File: config.mk
export PLATFORM = sky130hd
export DESIGN_NAME = rcc_emboss
export DESIGN_NICKNAME = d
export VERILOG_FILES = /design/src/rtl/rcc_pkg.sv /design/src/rtl/rcc_emboss.sv
export SDC_FILE = /design/constraint.sdc
export NUM_CORES = 1
export LEC_CHECK = 0
export BUFFER_PORTS_ARGS = -buffer_cell sky130_fd_sc_hd__buf_4
export CORE_ASPECT_RATIO = 1.5
export CORE_MARGIN = 2
export CORE_UTILIZATION = 53
export DETAILED_ROUTE_END_ITERATION = 7
export PLACE_DENSITY = 0.94
export REMOVE_ABC_BUFFERS = 1
export SLEW_MARGIN = 5
export SYNTH_ARGS = -nofsm -noshare
export SYNTH_HDL_FRONTEND = slang
export SYNTH_SLANG_ARGS = --single-unit
File: constraint.sdc
create_clock -name vclk -period 13.1
set_input_delay 3.93 -clock vclk [all_inputs]
set_output_delay 3.93 -clock vclk [all_outputs]
set_load 0.05 [all_outputs]
File: src/rtl/rcc_pkg.sv
// rcc_pkg: shared widths, register indexes and beat types of the emboss filter
// depends on nothing; imported by every module of the block
`default_nettype none

package rcc_pkg;

    // frame limits and derived widths
    localparam int MAX_WIDTH  = 2048;
    localparam int MAX_HEIGHT = 2048;
    localparam int COL_W      = $clog2(MAX_WIDTH);
    localparam int ROW_W      = $clog2(MAX_HEIGHT);
    localparam int DIM_W      = 12;
    localparam int CFG_IDX_W  = 4;

    // configuration register indexes
    localparam logic [CFG_IDX_W-1:0] REG_FRAME_WIDTH  = CFG_IDX_W'(0);
    localparam logic [CFG_IDX_W-1:0] REG_FRAME_HEIGHT = CFG_IDX_W'(1);

    // reset dimensions, held as last column and last row
    localparam logic [COL_W-1:0] RST_COL_LAST = COL_W'(639);
    localparam logic [ROW_W-1:0] RST_ROW_LAST = ROW_W'(479);

    typedef struct packed {
        logic [7:0] red;
        logic [7:0] green;
        logic [7:0] blue;
    } t_pix;

    // one line-store entry: older row above newer row
    typedef struct packed {
        t_pix older;
        t_pix newer;
    } t_line;

    typedef struct packed {
        logic [ROW_W-1:0] row;
        logic [COL_W-1:0] col;
        t_pix             pix;
        logic             last;
    } t_result;

    // results handed to the output queue in one cycle, first in order first
    typedef struct packed {
        logic [1:0] count;
        t_result    first;
        t_result    second;
    } t_push;

endpackage

`default_nettype wire

File: src/rtl/rcc_emboss.sv
// rcc_emboss: emboss kernel on one neighbourhood, all three channels, clamped to 0..255
// depends on rcc_pkg for the pixel type
`default_nettype none

module rcc_emboss
    import rcc_pkg::*;
(
    input  wire t_pix i_up_left,
    input  wire t_pix i_up,
    input  wire t_pix i_left,
    input  wire t_pix i_centre,
    input  wire t_pix i_right,
    input  wire t_pix i_down,
    input  wire t_pix i_down_right,
    output t_pix      o_pix
);

    // kernel -2 -1 0 / -1 1 1 / 0 1 2: positive and negative halves, then clamp
    function automatic logic [7:0] emboss_chan(
        input logic [7:0] ul, input logic [7:0] u, input logic [7:0] l,
        input logic [7:0] ce, input logic [7:0] ri, input logic [7:0] dn,
        input logic [7:0] dr);
        logic [10:0] pos;
        logic [10:0] neg;
        logic [10:0] diff;
        pos  = 11'(ce) + 11'(ri) + 11'(dn) + {2'b00, dr, 1'b0};
        neg  = {2'b00, ul, 1'b0} + 11'(u) + 11'(l);
        diff = pos - neg;
        if (pos < neg) begin
            return 8'd0;
        end else if (diff > 11'd255) begin
            return 8'd255;
        end else begin
            return diff[7:0];
        end
    endfunction

    assign o_pix.red   = emboss_chan(i_up_left.red, i_up.red, i_left.red, i_centre.red,
                                     i_right.red, i_down.red, i_down_right.red);
    assign o_pix.green = emboss_chan(i_up_left.green, i_up.green, i_left.green,
                                     i_centre.green, i_right.green, i_down.green,
                                     i_down_right.green);
    assign o_pix.blue  = emboss_chan(i_up_left.blue, i_up.blue, i_left.blue, i_centre.blue,
                                     i_right.blue, i_down.blue, i_down_right.blue);

endmodule

`default_nettype wire

# Word level (Yosys, flattened, before mapping)
# Index checks and enable logic that the tools add are counted.
# W data, S select, Z words.
[totals]
ff_bits = 0
inputBits = 168
out_inout_bits = 24
wordCells = 30
[op_classes]
add_sub_neg = 18
order_cmp = 6
muxes = 6
[op_table]
columns = ["operator", "n"]
rows = [
  ["$add A9 B8 Y10", 6],
  ["$mux W8", 6],
  ["$add A10 B8 Y11", 3],
  ["$add A10 B9 Y11", 3],
  ["$gt A11 B8 Y1 const B", 3],
  ["$lt A11 B11 Y1", 3],
  ["$sub A11 B11 Y11", 3],
  ["$add A8 B8 Y9", 3],
]

# Longest topological paths before layout
[logic_depth]
depth_word = 7
ltp_mapped = 19
depth_no_buf = 19

# Least setup slack after synthesis
# No wires, ideal clock.
[synth_timing]
kind = "input to output"
startpoint = "input i_centre[3] in the netlist's numbering"
endpoint = "output o_pix[2] in the netlist's numbering"
t_arrival_ps = 8380
t_required_ps = 9170
path_slack_ps = 790
path_stages = 19
n_path_buf = 1
path_cell_list = "inv_1 fa_1 fa_1 inv_1 ha_1 a21o_1 a21oi_1 nor2b_1 o21a_1 nor2_1 xnor2_1 ha_1 clkbuf_1 a21o_1 a21oi_1 o21bai_2 or3_1 o211a_2 a31oi_1"
[synth_rtl]
columns = ["element", "line_no", "rtl"]
rows = [
  ["start, declared", "rcc_emboss.sv:11", "input wire t_pix i_centre,"],
  ["end, declared", "rcc_emboss.sv:15", "output t_pix o_pix"],
]

==> impl_metrics.json <==
{
  "synth.distinct_cells": 49,
  "wl_per_cell_um": 14.1,
  "n_antenna_cell": 0,
  "slew_headroom_pct": 46.3,
  "p_int_w": 0.000653,
  "hp-class": "in2out",
  "cts_setup_buffers": 0,
  "fin_crit_ns": 12.37,
  "critical_path_buf_inv_count": 4,
  "ys_top_cells_by_count": "inv_1, ha_1, fa_1",
  "vias": 5134,
  "drcViolationCount": 0,
  "p_sw_share_pct": 64.0,
  "netlist_instances": 636,
  "final_cell_count_no_fill": 937,
  "fmax_ghz": 0.0808,
  "coreArea_um2": 9580,
  "worstSetupPathType": "in2out",
  "final_design_area_no_fill_um2": 6740,
  "p_per_area_nw_per_um2": 269,
  "crit_family": "compound AO/OA/AOI/OAI gates",
  "setup_viol_count_final": 0,
  "hold_buffers": 0,
  "slowest_delay_ns": 0.58,
  "syn2layout_area_growth_pct": 30.1,
  "grt_remaining_overflow": 0,
  "p_leak_nw": 3.68,
  "tightest_slew_ns": 0.800,
  "arrival_ns": 8.44,
  "synth-seq-area-share_pct": 0,
  "synth_most_common_cell": "inv_1",
  "pwr-share-comb_pct": 100.0,
  "rsz0062_at_grt": "no",
  "die_area_um2": 10600,
  "fp.dieH_um": 125,
  "final_util_pct": 70.3,
  "hold_viol": 0,
  "path_cells": "buf_4, inv_1, fa_1, fa_1, inv_1, ha_1, a21o_1, a21oi_1, nor2b_1, o21a_1, nor2_1, xnor2_1, ha_1, a21o_1, a21oi_1, o21bai_1, a2111o_1, a21oi_2, a31oi_1, buf_4",
  "netlist_area_um2": 5180,
  "grt_usage_pct": 24.7,
  "synth_area_per_cell_um2": 8.14,
  "final_layout_size_suffix_gt1_share_pct": 24.5,
  "end_kind": "primary output",
  "worst-path-stages": 20,
  "dieWidth_um": 84.7,
  "place_congestion": 0.944,
  "drtAntennaViolNets": 0,
  "placementRows": 44,
  "dp_cells": 937,
  "drv_slew": 0,
  "cp.required_ns": 9.17,
  "ys.warnings.count": 0,
  "final_min_period_over_clock_period_pct": 94.4,
  "vias_per_cell": 5.48,
  "whs_path_depth": 5,
  "port_buffers": 192,
  "initial_utilization_pct": 54.1,
  "drv_cap": 0,
  "grt_max_degree": 11,
  "grt_pass1_vias": 5456,
  "power_frac_clock_pct": 0,
  "synth_area_leader_cell": "fa_1",
  "routed_wl_um": 13200,
  "antenna_found_initial": 0,
  "startpoint_type": "primary input",
  "grt_pass1_wl_um": 22000,
  "switchingPower_w": 0.00116,
  "synth_top_area_share_pct": 29.0,
  "cp_max_fo": 10,
  "finalSetupTns_ns": 0,
  "drt_iter0_drc": 110,
  "status": "finished, final reports clean",
  "vdd.ir_drop.worst_uv": 371,
  "fin_nets": 1148,
  "synth.top_cells.by_area": "fa_1, ha_1, inv_1",
  "pin_count": 192,
  "seqCellArea_um2": 0,
  "worst_path_max_delay_cell": "fa_1",
  "seq_cell_count": 0,
  "dpl-instance-area_um2": 6740,
  "dr.pass1.iters": 4,
  "seqPwrFrac_pct": 0,
  "fill_cells": 761,
  "hpwl_um": 12200,
  "nClkBuffers": 0,
  "ctsResizeCount": 0
}
final timing paths:
path	start	slack, ns	end
worst max-delay path	i_centre[11]	0.73	o_pix[8]
worst min-delay path	i_left[0]	8.42	o_pix[0]
metal layers:
layer	vias up	GRT usage, %	part of all wire [%]	routed length, um
met1	2403	22.8	32	4290
met5	-	0	0	0
met2	183	51.4	57	7570
met4	0	10.2	4.9	650
met3	56	3.30	5.4	716
li1	2492	-	-	-
cell usage in the layout, fill, tap and decap left out, types with 9 or more instances in the layout:
| master | n |
|---|---|
| nor2_1 | 38 |
| fa_1 | 75 |
| ha_1 | 81 |
| o21a_1 | 14 |
| xor2_1 | 25 |
| nand2_1 | 24 |
| xnor2_1 | 26 |
| o21ai_0 | 9 |
| a31oi_1 | 25 |
| inv_1 | 148 |
| buf_4 | 192 |
| a21oi_1 | 43 |
| nand2b_1 | 15 |
| nand3_1 | 12 |
| nor3_1 | 12 |
| a21o_1 | 20 |
cell families after synthesis:
logic type / Yosys count / share of synthesized area, %
AO/OA/AOI/OAI: 157 / 20.6
adder cells (fa/ha/maj): 156 / 48.6
AND/OR/NAND/NOR: 118 / 10.9
XOR/XNOR: 51 / 8.63
buffers and inverters: 154 / 11.2
power by group through the flow:
stage	logic, W	clock network [W]	registers, W
global route	0.00196	0	0
global placement	0.00175	0	0
detailed placement	0.00179	0	0
floorplan	0.00135	0	0
finish	0.00181	0	0
CTS	0.00180	0	0
stage by stage:
step	hold WS [ns]	worst slack, ns	total power [W]
2_1_floorplan	8.44	0.868	0.00135
3_3_place_gp	8.41	0.941	0.00175
3_5_place_dp	8.43	0.752	0.00179
4_1_cts	8.43	0.748	0.00180
5_1_grt	8.46	0.463	0.00196
6_report	8.42	0.731	0.00181
layout make-up:
type / count / area (um2) / share of cell area, %
multi-input cells: 482 / 4600 / 68.2
inverters: 148 / 556 / 8.25
repair buffers: 192 / 1440 / 21.4
well taps: 115 / 144 / 2.14
Note: power is estimated with default switching activity, not from simulation.
