$ cat src/rtl/rcc_pkg.sv
// rcc_pkg: shared widths, register indexes and beat types of the emboss filter
// depends on nothing; imported by every module of the block
`default_nettype none

package rcc_pkg;

    // frame limits and derived widths
    localparam int MAX_WIDTH  = 2048;
    localparam int MAX_HEIGHT = 2048;
    localparam int COL_W      = $clog2(MAX_WIDTH);
    localparam int ROW_W      = $clog2(MAX_HEIGHT);
    localparam int DIM_W      = 12;
    localparam int CFG_IDX_W  = 4;

    // configuration register indexes
    localparam logic [CFG_IDX_W-1:0] REG_FRAME_WIDTH  = CFG_IDX_W'(0);
    localparam logic [CFG_IDX_W-1:0] REG_FRAME_HEIGHT = CFG_IDX_W'(1);

    // reset dimensions, held as last column and last row
    localparam logic [COL_W-1:0] RST_COL_LAST = COL_W'(639);
    localparam logic [ROW_W-1:0] RST_ROW_LAST = ROW_W'(479);

    typedef struct packed {
        logic [7:0] red;
        logic [7:0] green;
        logic [7:0] blue;
    } t_pix;

    // one line-store entry: older row above newer row
    typedef struct packed {
        t_pix older;
        t_pix newer;
    } t_line;

    typedef struct packed {
        logic [ROW_W-1:0] row;
        logic [COL_W-1:0] col;
        t_pix             pix;
        logic             last;
    } t_result;

    // results handed to the output queue in one cycle, first in order first
    typedef struct packed {
        logic [1:0] count;
        t_result    first;
        t_result    second;
    } t_push;

endpackage

`default_nettype wire

$ cat src/rtl/rcc_out_fifo.sv
// rcc_out_fifo: four-entry result queue, up to two pushes and one pop per cycle
// depends on rcc_pkg for the result and push types
`default_nettype none

module rcc_out_fifo
    import rcc_pkg::*;
(
    input  wire logic  i_clk,
    input  wire logic  i_rst_n,
    input  wire t_push i_push,
    output t_result    o_data,
    output logic       o_valid,
    input  wire logic  i_ready,
    output logic [2:0] o_count
);

    t_result    r_mem [4];
    logic [1:0] r_wptr, n_wptr;
    logic [1:0] r_rptr, n_rptr;
    logic [2:0] r_count, n_count;
    logic       pop;

    assign pop     = (r_count != 3'd0) && i_ready;
    assign o_valid = (r_count != 3'd0);
    assign o_data  = r_mem[r_rptr];
    assign o_count = r_count;

    // pointer and fill bookkeeping
    always_comb begin
        n_wptr  = r_wptr + i_push.count;
        n_rptr  = r_rptr + 2'(pop);
        n_count = r_count + 3'(i_push.count) - 3'(pop);
    end

    always_ff @(posedge i_clk) begin
        if (!i_rst_n) begin
            r_wptr  <= 2'd0;
            r_rptr  <= 2'd0;
            r_count <= 3'd0;
        end else begin
            r_wptr  <= n_wptr;
            r_rptr  <= n_rptr;
            r_count <= n_count;
        end
    end

    // entry storage
    always_ff @(posedge i_clk) begin
        if (i_push.count != 2'd0) begin
            r_mem[r_wptr] <= i_push.first;
        end
        if (i_push.count == 2'd2) begin
            r_mem[r_wptr + 2'd1] <= i_push.second;
        end
    end

endmodule

`default_nettype wire

$ cat config.mk
export PLATFORM = sky130hd
export DESIGN_NAME = rcc_out_fifo
export DESIGN_NICKNAME = d
export VERILOG_FILES = /design/src/rtl/rcc_pkg.sv /design/src/rtl/rcc_out_fifo.sv
export SDC_FILE = /design/constraint.sdc
export NUM_CORES = 1
export LEC_CHECK = 0
export ABC_AREA = 1
export BUFFER_PORTS_ARGS = -buffer_cell sky130_fd_sc_hd__buf_2
export CORE_ASPECT_RATIO = 1.1
export CORE_MARGIN = 3
export CORE_UTILIZATION = 51
export CTS_CLUSTER_DIAMETER = 50
export DETAILED_ROUTE_END_ITERATION = 16
export PLACE_DENSITY = 0.78
export SLEW_MARGIN = 40
export SYNTH_ARGS = -nofsm -noshare
export SYNTH_HDL_FRONTEND = slang
export SYNTH_SLANG_ARGS = --single-unit
$ cat constraint.sdc
create_clock -name i_clk -period 4.85 [get_ports i_clk]
set_input_delay 0.2425 -clock i_clk [delete_from_list [all_inputs] [get_ports i_clk]]
set_output_delay 0.2425 -clock i_clk [all_outputs]
set_load 0.05 [all_outputs]
======== After elaboration in Yosys (flattened, before gate mapping) ========
Memories as Yosys holds them, arrays and structs flattened. A register that Yosys moved wholly into a read port is not among the register bits.
Cells that the tools add are included.
cells by class
  $add $sub $neg .......................... 5
  equal/unequal tests ..................... 1
  muxes and demuxes ....................... 5
  reduce and logical (&&, ||, !) cells .... 3
operators by type and width
  cell                   number
  $mux W1                4
  $add A3 B2 Y3          1
  $reduce_bool A3 Y1     1
  $sub A3 B1 Y3          1
  $add A2 B1 Y2          1
  $add A2 B1 Y2 const B  1
  $add A2 B2 Y2          1
  $eq A2 B2 Y1 const B   1
  $mux W2                1
  $reduce_bool A2 Y1     1
  $logic_and A1 B1 Y1    1
word-level totals
  register bits ........................... 7
  RAM bits ................................ 188
  bits of input ports ..................... 99
  memories kept ........................... 1
memory list
  name   depth  bits a word  rd ports  clocked after memory_dff  wr ports  RTL line            text
  r_mem  4      47           1         1                         2         rcc_out_fifo.sv:17  t_result r_mem [4];

======== Depth between registers and ports, before layout ========
  depth after elaboration ................. 4
  gate-level depth with buffers ........... 10

======== Worst setup path before layout ========
OpenSTA, ideal clock, no wires.
  kind .................................... flip-flop to flip-flop
  start ................................... register r_wptr[0]
  end ..................................... memory r_mem[3][0] (netlist bit) (enable)
  setup time .............................. 522 ps
  arrival time ............................ 3989 ps
  data required time ...................... 4328 ps
  slack ................................... 339 ps
  stages on the path, launching flop included .. 3
  buffers on the path ..................... 0
  clock period less this slack ............ 4511 ps
  cell sequence ........................... dfxtp_1 > inv_2 > o31ai_1
RTL lines
  what                    RTL line            text
  start, declared         rcc_out_fifo.sv:18  logic [1:0] r_wptr, n_wptr;
  start signal, assigned  rcc_out_fifo.sv:41  r_wptr <= n_wptr;
  end, declared           rcc_out_fifo.sv:17

==> results.cfg <==
[outcome]
run_status = finished, final reports clean

[detailed_routing]
ant_nets = 0
via_per_inst = 5.61
drc = 0
drtIter0Drc = 827
vias = 7523
post_drt_wl_per_cell_um = 17.3
routed_wl_um = 23200
drtPass1Iterations = 6

[worst_setup_path]
slowest_stage = clkinv_2
crit_path_start_kind = flip-flop
cp_data_arrival_time_ns = 2.64
path_cells = clkinv_2 > o21ai_0 > o22ai_1 > buf_2
r2r-end = r_mem[2][31]$_DFFE_PP_
crit_family = buffers and inverters
slowest_delay_ns = 0.74
worstReg2RegStart = r_wptr[0]$_SDFF_PN0_
r2r_setup_slack_ns = 2.30
critPathMaxFanout = 49
crit_required_ns = 4.61
path_buf_inv = 2
cp-end-kind = output port
crit_type = reg2out
r2r_cells = 5

[logic_synthesis]
ys_seq_elements = 195
ys_seq_area_share_pct = 61.2
syn_area_per_cell_um2 = 9.62
yosysWarnings = 0
synth_cell_type_count = 26
syn_area_um2 = 9450
netlist_instances = 982
syn_nets = 1085

[grt]
grt_util_met3_pct = 5.60
grt_max_degree = 98
globalRouteOverflowTotal = 0
track_usage_pct = 23.0
top_usage_layer = met2
grt_use_met2_pct = 40.0
first_global_vias = 7382
grt_pass1_wl_um = 36500
grt_antenna_before_repair = 4
grt_util_met1_pct = 28.1

[timing]
layout_min_cycle_time_ns = 2.89
fin_skew_ns = 0.00597
worst_slew_pin_slew_ns = 0.764
rsz0062_at_grt = no
max_freq_ghz = 0.346
relSlewSlack_pct = 49.1
finalHoldViolCount = 0
period_share_pct = 59.5
tns_ns = 0
final_max_slew_viol_count = 0
finalSetupViolCount = 0

[layout]
drive_gt1_share_pct = 19.3
syn_to_final_growth_pct = 15.4
fill_cells = 1460
nets = 1191
postLayoutCoreUtil_pct = 60.8

[hold_path]
min_from = i_rst_n
hold_path_depth = 3
worstHoldPathType = in2reg
hold_path_end = o_count[1]$_SDFF_PN0_

[clock_tree]
cts-htree-levels = 4
clkTransAtPathRegs_ns = 0.07
clock-sinks = 195
cts_buffer_depth = 2
clockRootBuffer = clkbuf_16
tritoncts = built
cts-resized-gates = 0
clk_latency_ns = 0.43
cts_hold_buf = 0
numCtsBuffers = 17
cts_setup_buffers = 0

[floorplanning]
start_util_pct = 52.7
row_count = 51
io_pins = 150
dieWidth_um = 136
design.core.area_um2 = 17900
die_h_um = 149
fp.dieArea_um2 = 20200

[flow_run]
drv_cap = 0

[placed_design]
post-dp-hpwl_um = 13700
portBuffers = 149
routabilityCongestion = 0.757

[power]
p_per_area_nw_per_um2 = 479
peakVddDrop_uv = 331
p_leak_uw = 0.00452
## stage by stage
| step | setup WS [ns] | instances | hold slack (ns) | instance area, um2 | total power [uW] |
|---|---|---|---|---|---|
| 2_1_floorplan | 0.339 | 982 | 0.336 | 9450 | 3350 |
| 3_3_place_gp | 1.89 | 1305 | 0.504 | 10200 | 3740 |
| 3_5_place_dp | 2.23 | 1307 | 0.512 | 10300 | 3780 |
| 4_1_cts | 2.02 | 1339 | 0.0947 | 10900 | 5230 |
| 5_1_grt | 1.83 | 1339 | 0.105 | 10900 | 5430 |
| 6_report | 1.96 | 1341 | 0.0952 | 10900 | 5220 |
## worst min-delay path, stage by stage
cell and delay, ns:
buf_2 0.15, nand2_1 0.07, inv_1 0.03
## flip-flops by register name, indices dropped and copies added, names as in the netlist
register / count
o_count: 3
r_mem: 188
r_wptr: 2
r_rptr: 2
## final cells by class
class | count | area, um2 | share of cell area, %
clock buffer | 18 | 429 | 3.94
multi-input combinational | 656 | 3110 | 28.5
inverter | 60 | 229 | 2.10
clock inverter | 14 | 188 | 1.72
timing repair buffer | 158 | 853 | 7.83
antenna | 2 | 5.00 | 0.0459
tap | 238 | 298 | 2.73
sequential | 195 | 5790 | 53.1
## cells by family after synthesis
| family | share of synthesized area [%] |
|---|---|
| flip-flops | 61.2 |
| XOR/XNOR | 0.185 |
| buffers and inverters | 6.55 |
| AND/OR/NAND/NOR | 12.9 |
| adder cells (fa/ha/maj) | 0.609 |
| AO/OA/AOI/OAI | 18.5 |
## cell usage in the layout (no fill, tap or decap), types with 2 or more instances in the layout
master      Yosys  routed
buf_4           1       5
clkbuf_16       0      17
buf_2          21     149
dfxtp_4         0       2
o21ai_2         7       7
nand3_1         2       2
clkinvlp_4      0       6
o22ai_1        47      47
ha_1            3       3
buf_6          13       2
nand2_2         2       3
dfxtp_1         7       5
nand2_1       206     202
edfxtp_1      188     188
diode_2         0       2
bufinv_16       0       4
inv_2           4       3
inv_1          56      55
o21ai_1        51      51
nor2_1        104     104
clkinv_2        0       3
nand2_8         0       2
o21ai_0       225     225
## Yosys cell counts (all sizes together)
library cell | instances | area (um2)
a21oi | 1 | 5.00
buf | 35 | 259
clkbuf | 36 | 135
dfxtp | 7 | 140
edfxtp | 188 | 5650
fa | 1 | 20.0
ha | 3 | 37.5
inv | 60 | 225
nand2 | 208 | 786
nand3 | 3 | 20.0
nand4 | 1 | 6.26
nor2 | 106 | 408
o21ai | 283 | 1440
o22ai | 47 | 294
o31ai | 1 | 7.51
xnor2 | 1 | 8.76
xor2 | 1 | 8.76
## worst max path at each step
stage                          from                     end  slack, ns  cells after the start
4_1_cts        r_rptr[1]$_SDFF_PN0_               o_data[4]       2.02                      4
3_3_place_gp   r_wptr[0]$_SDFF_PN0_  r_mem[2][31]$_DFFE_PP_       1.89                      5
6_report       r_rptr[1]$_SDFF_PN0_               o_data[4]       1.96                      4
3_5_place_dp             i_push[95]  r_mem[0][21]$_DFFE_PP_       2.23                      8
2_1_floorplan  r_wptr[0]$_SDFF_PN0_   r_mem[3][0]$_DFFE_PP_       0.34                      2
5_1_grt        r_rptr[1]$_SDFF_PN0_               o_data[7]       1.83                      4
## routing by layer
layer | vias up | wire (um)
li1 | 3642 | -
met3 | 37 | 1640
met2 | 271 | 11900
met4 | 8 | 369
met1 | 3565 | 9190
met5 | - | 61
## power by group
part,switching [uW],internal (uW)
Sequential,64.4,2050
Clock,619,860
Combinational,1260,359
Total,1950,3270
(Power assumes the default switching activity.)
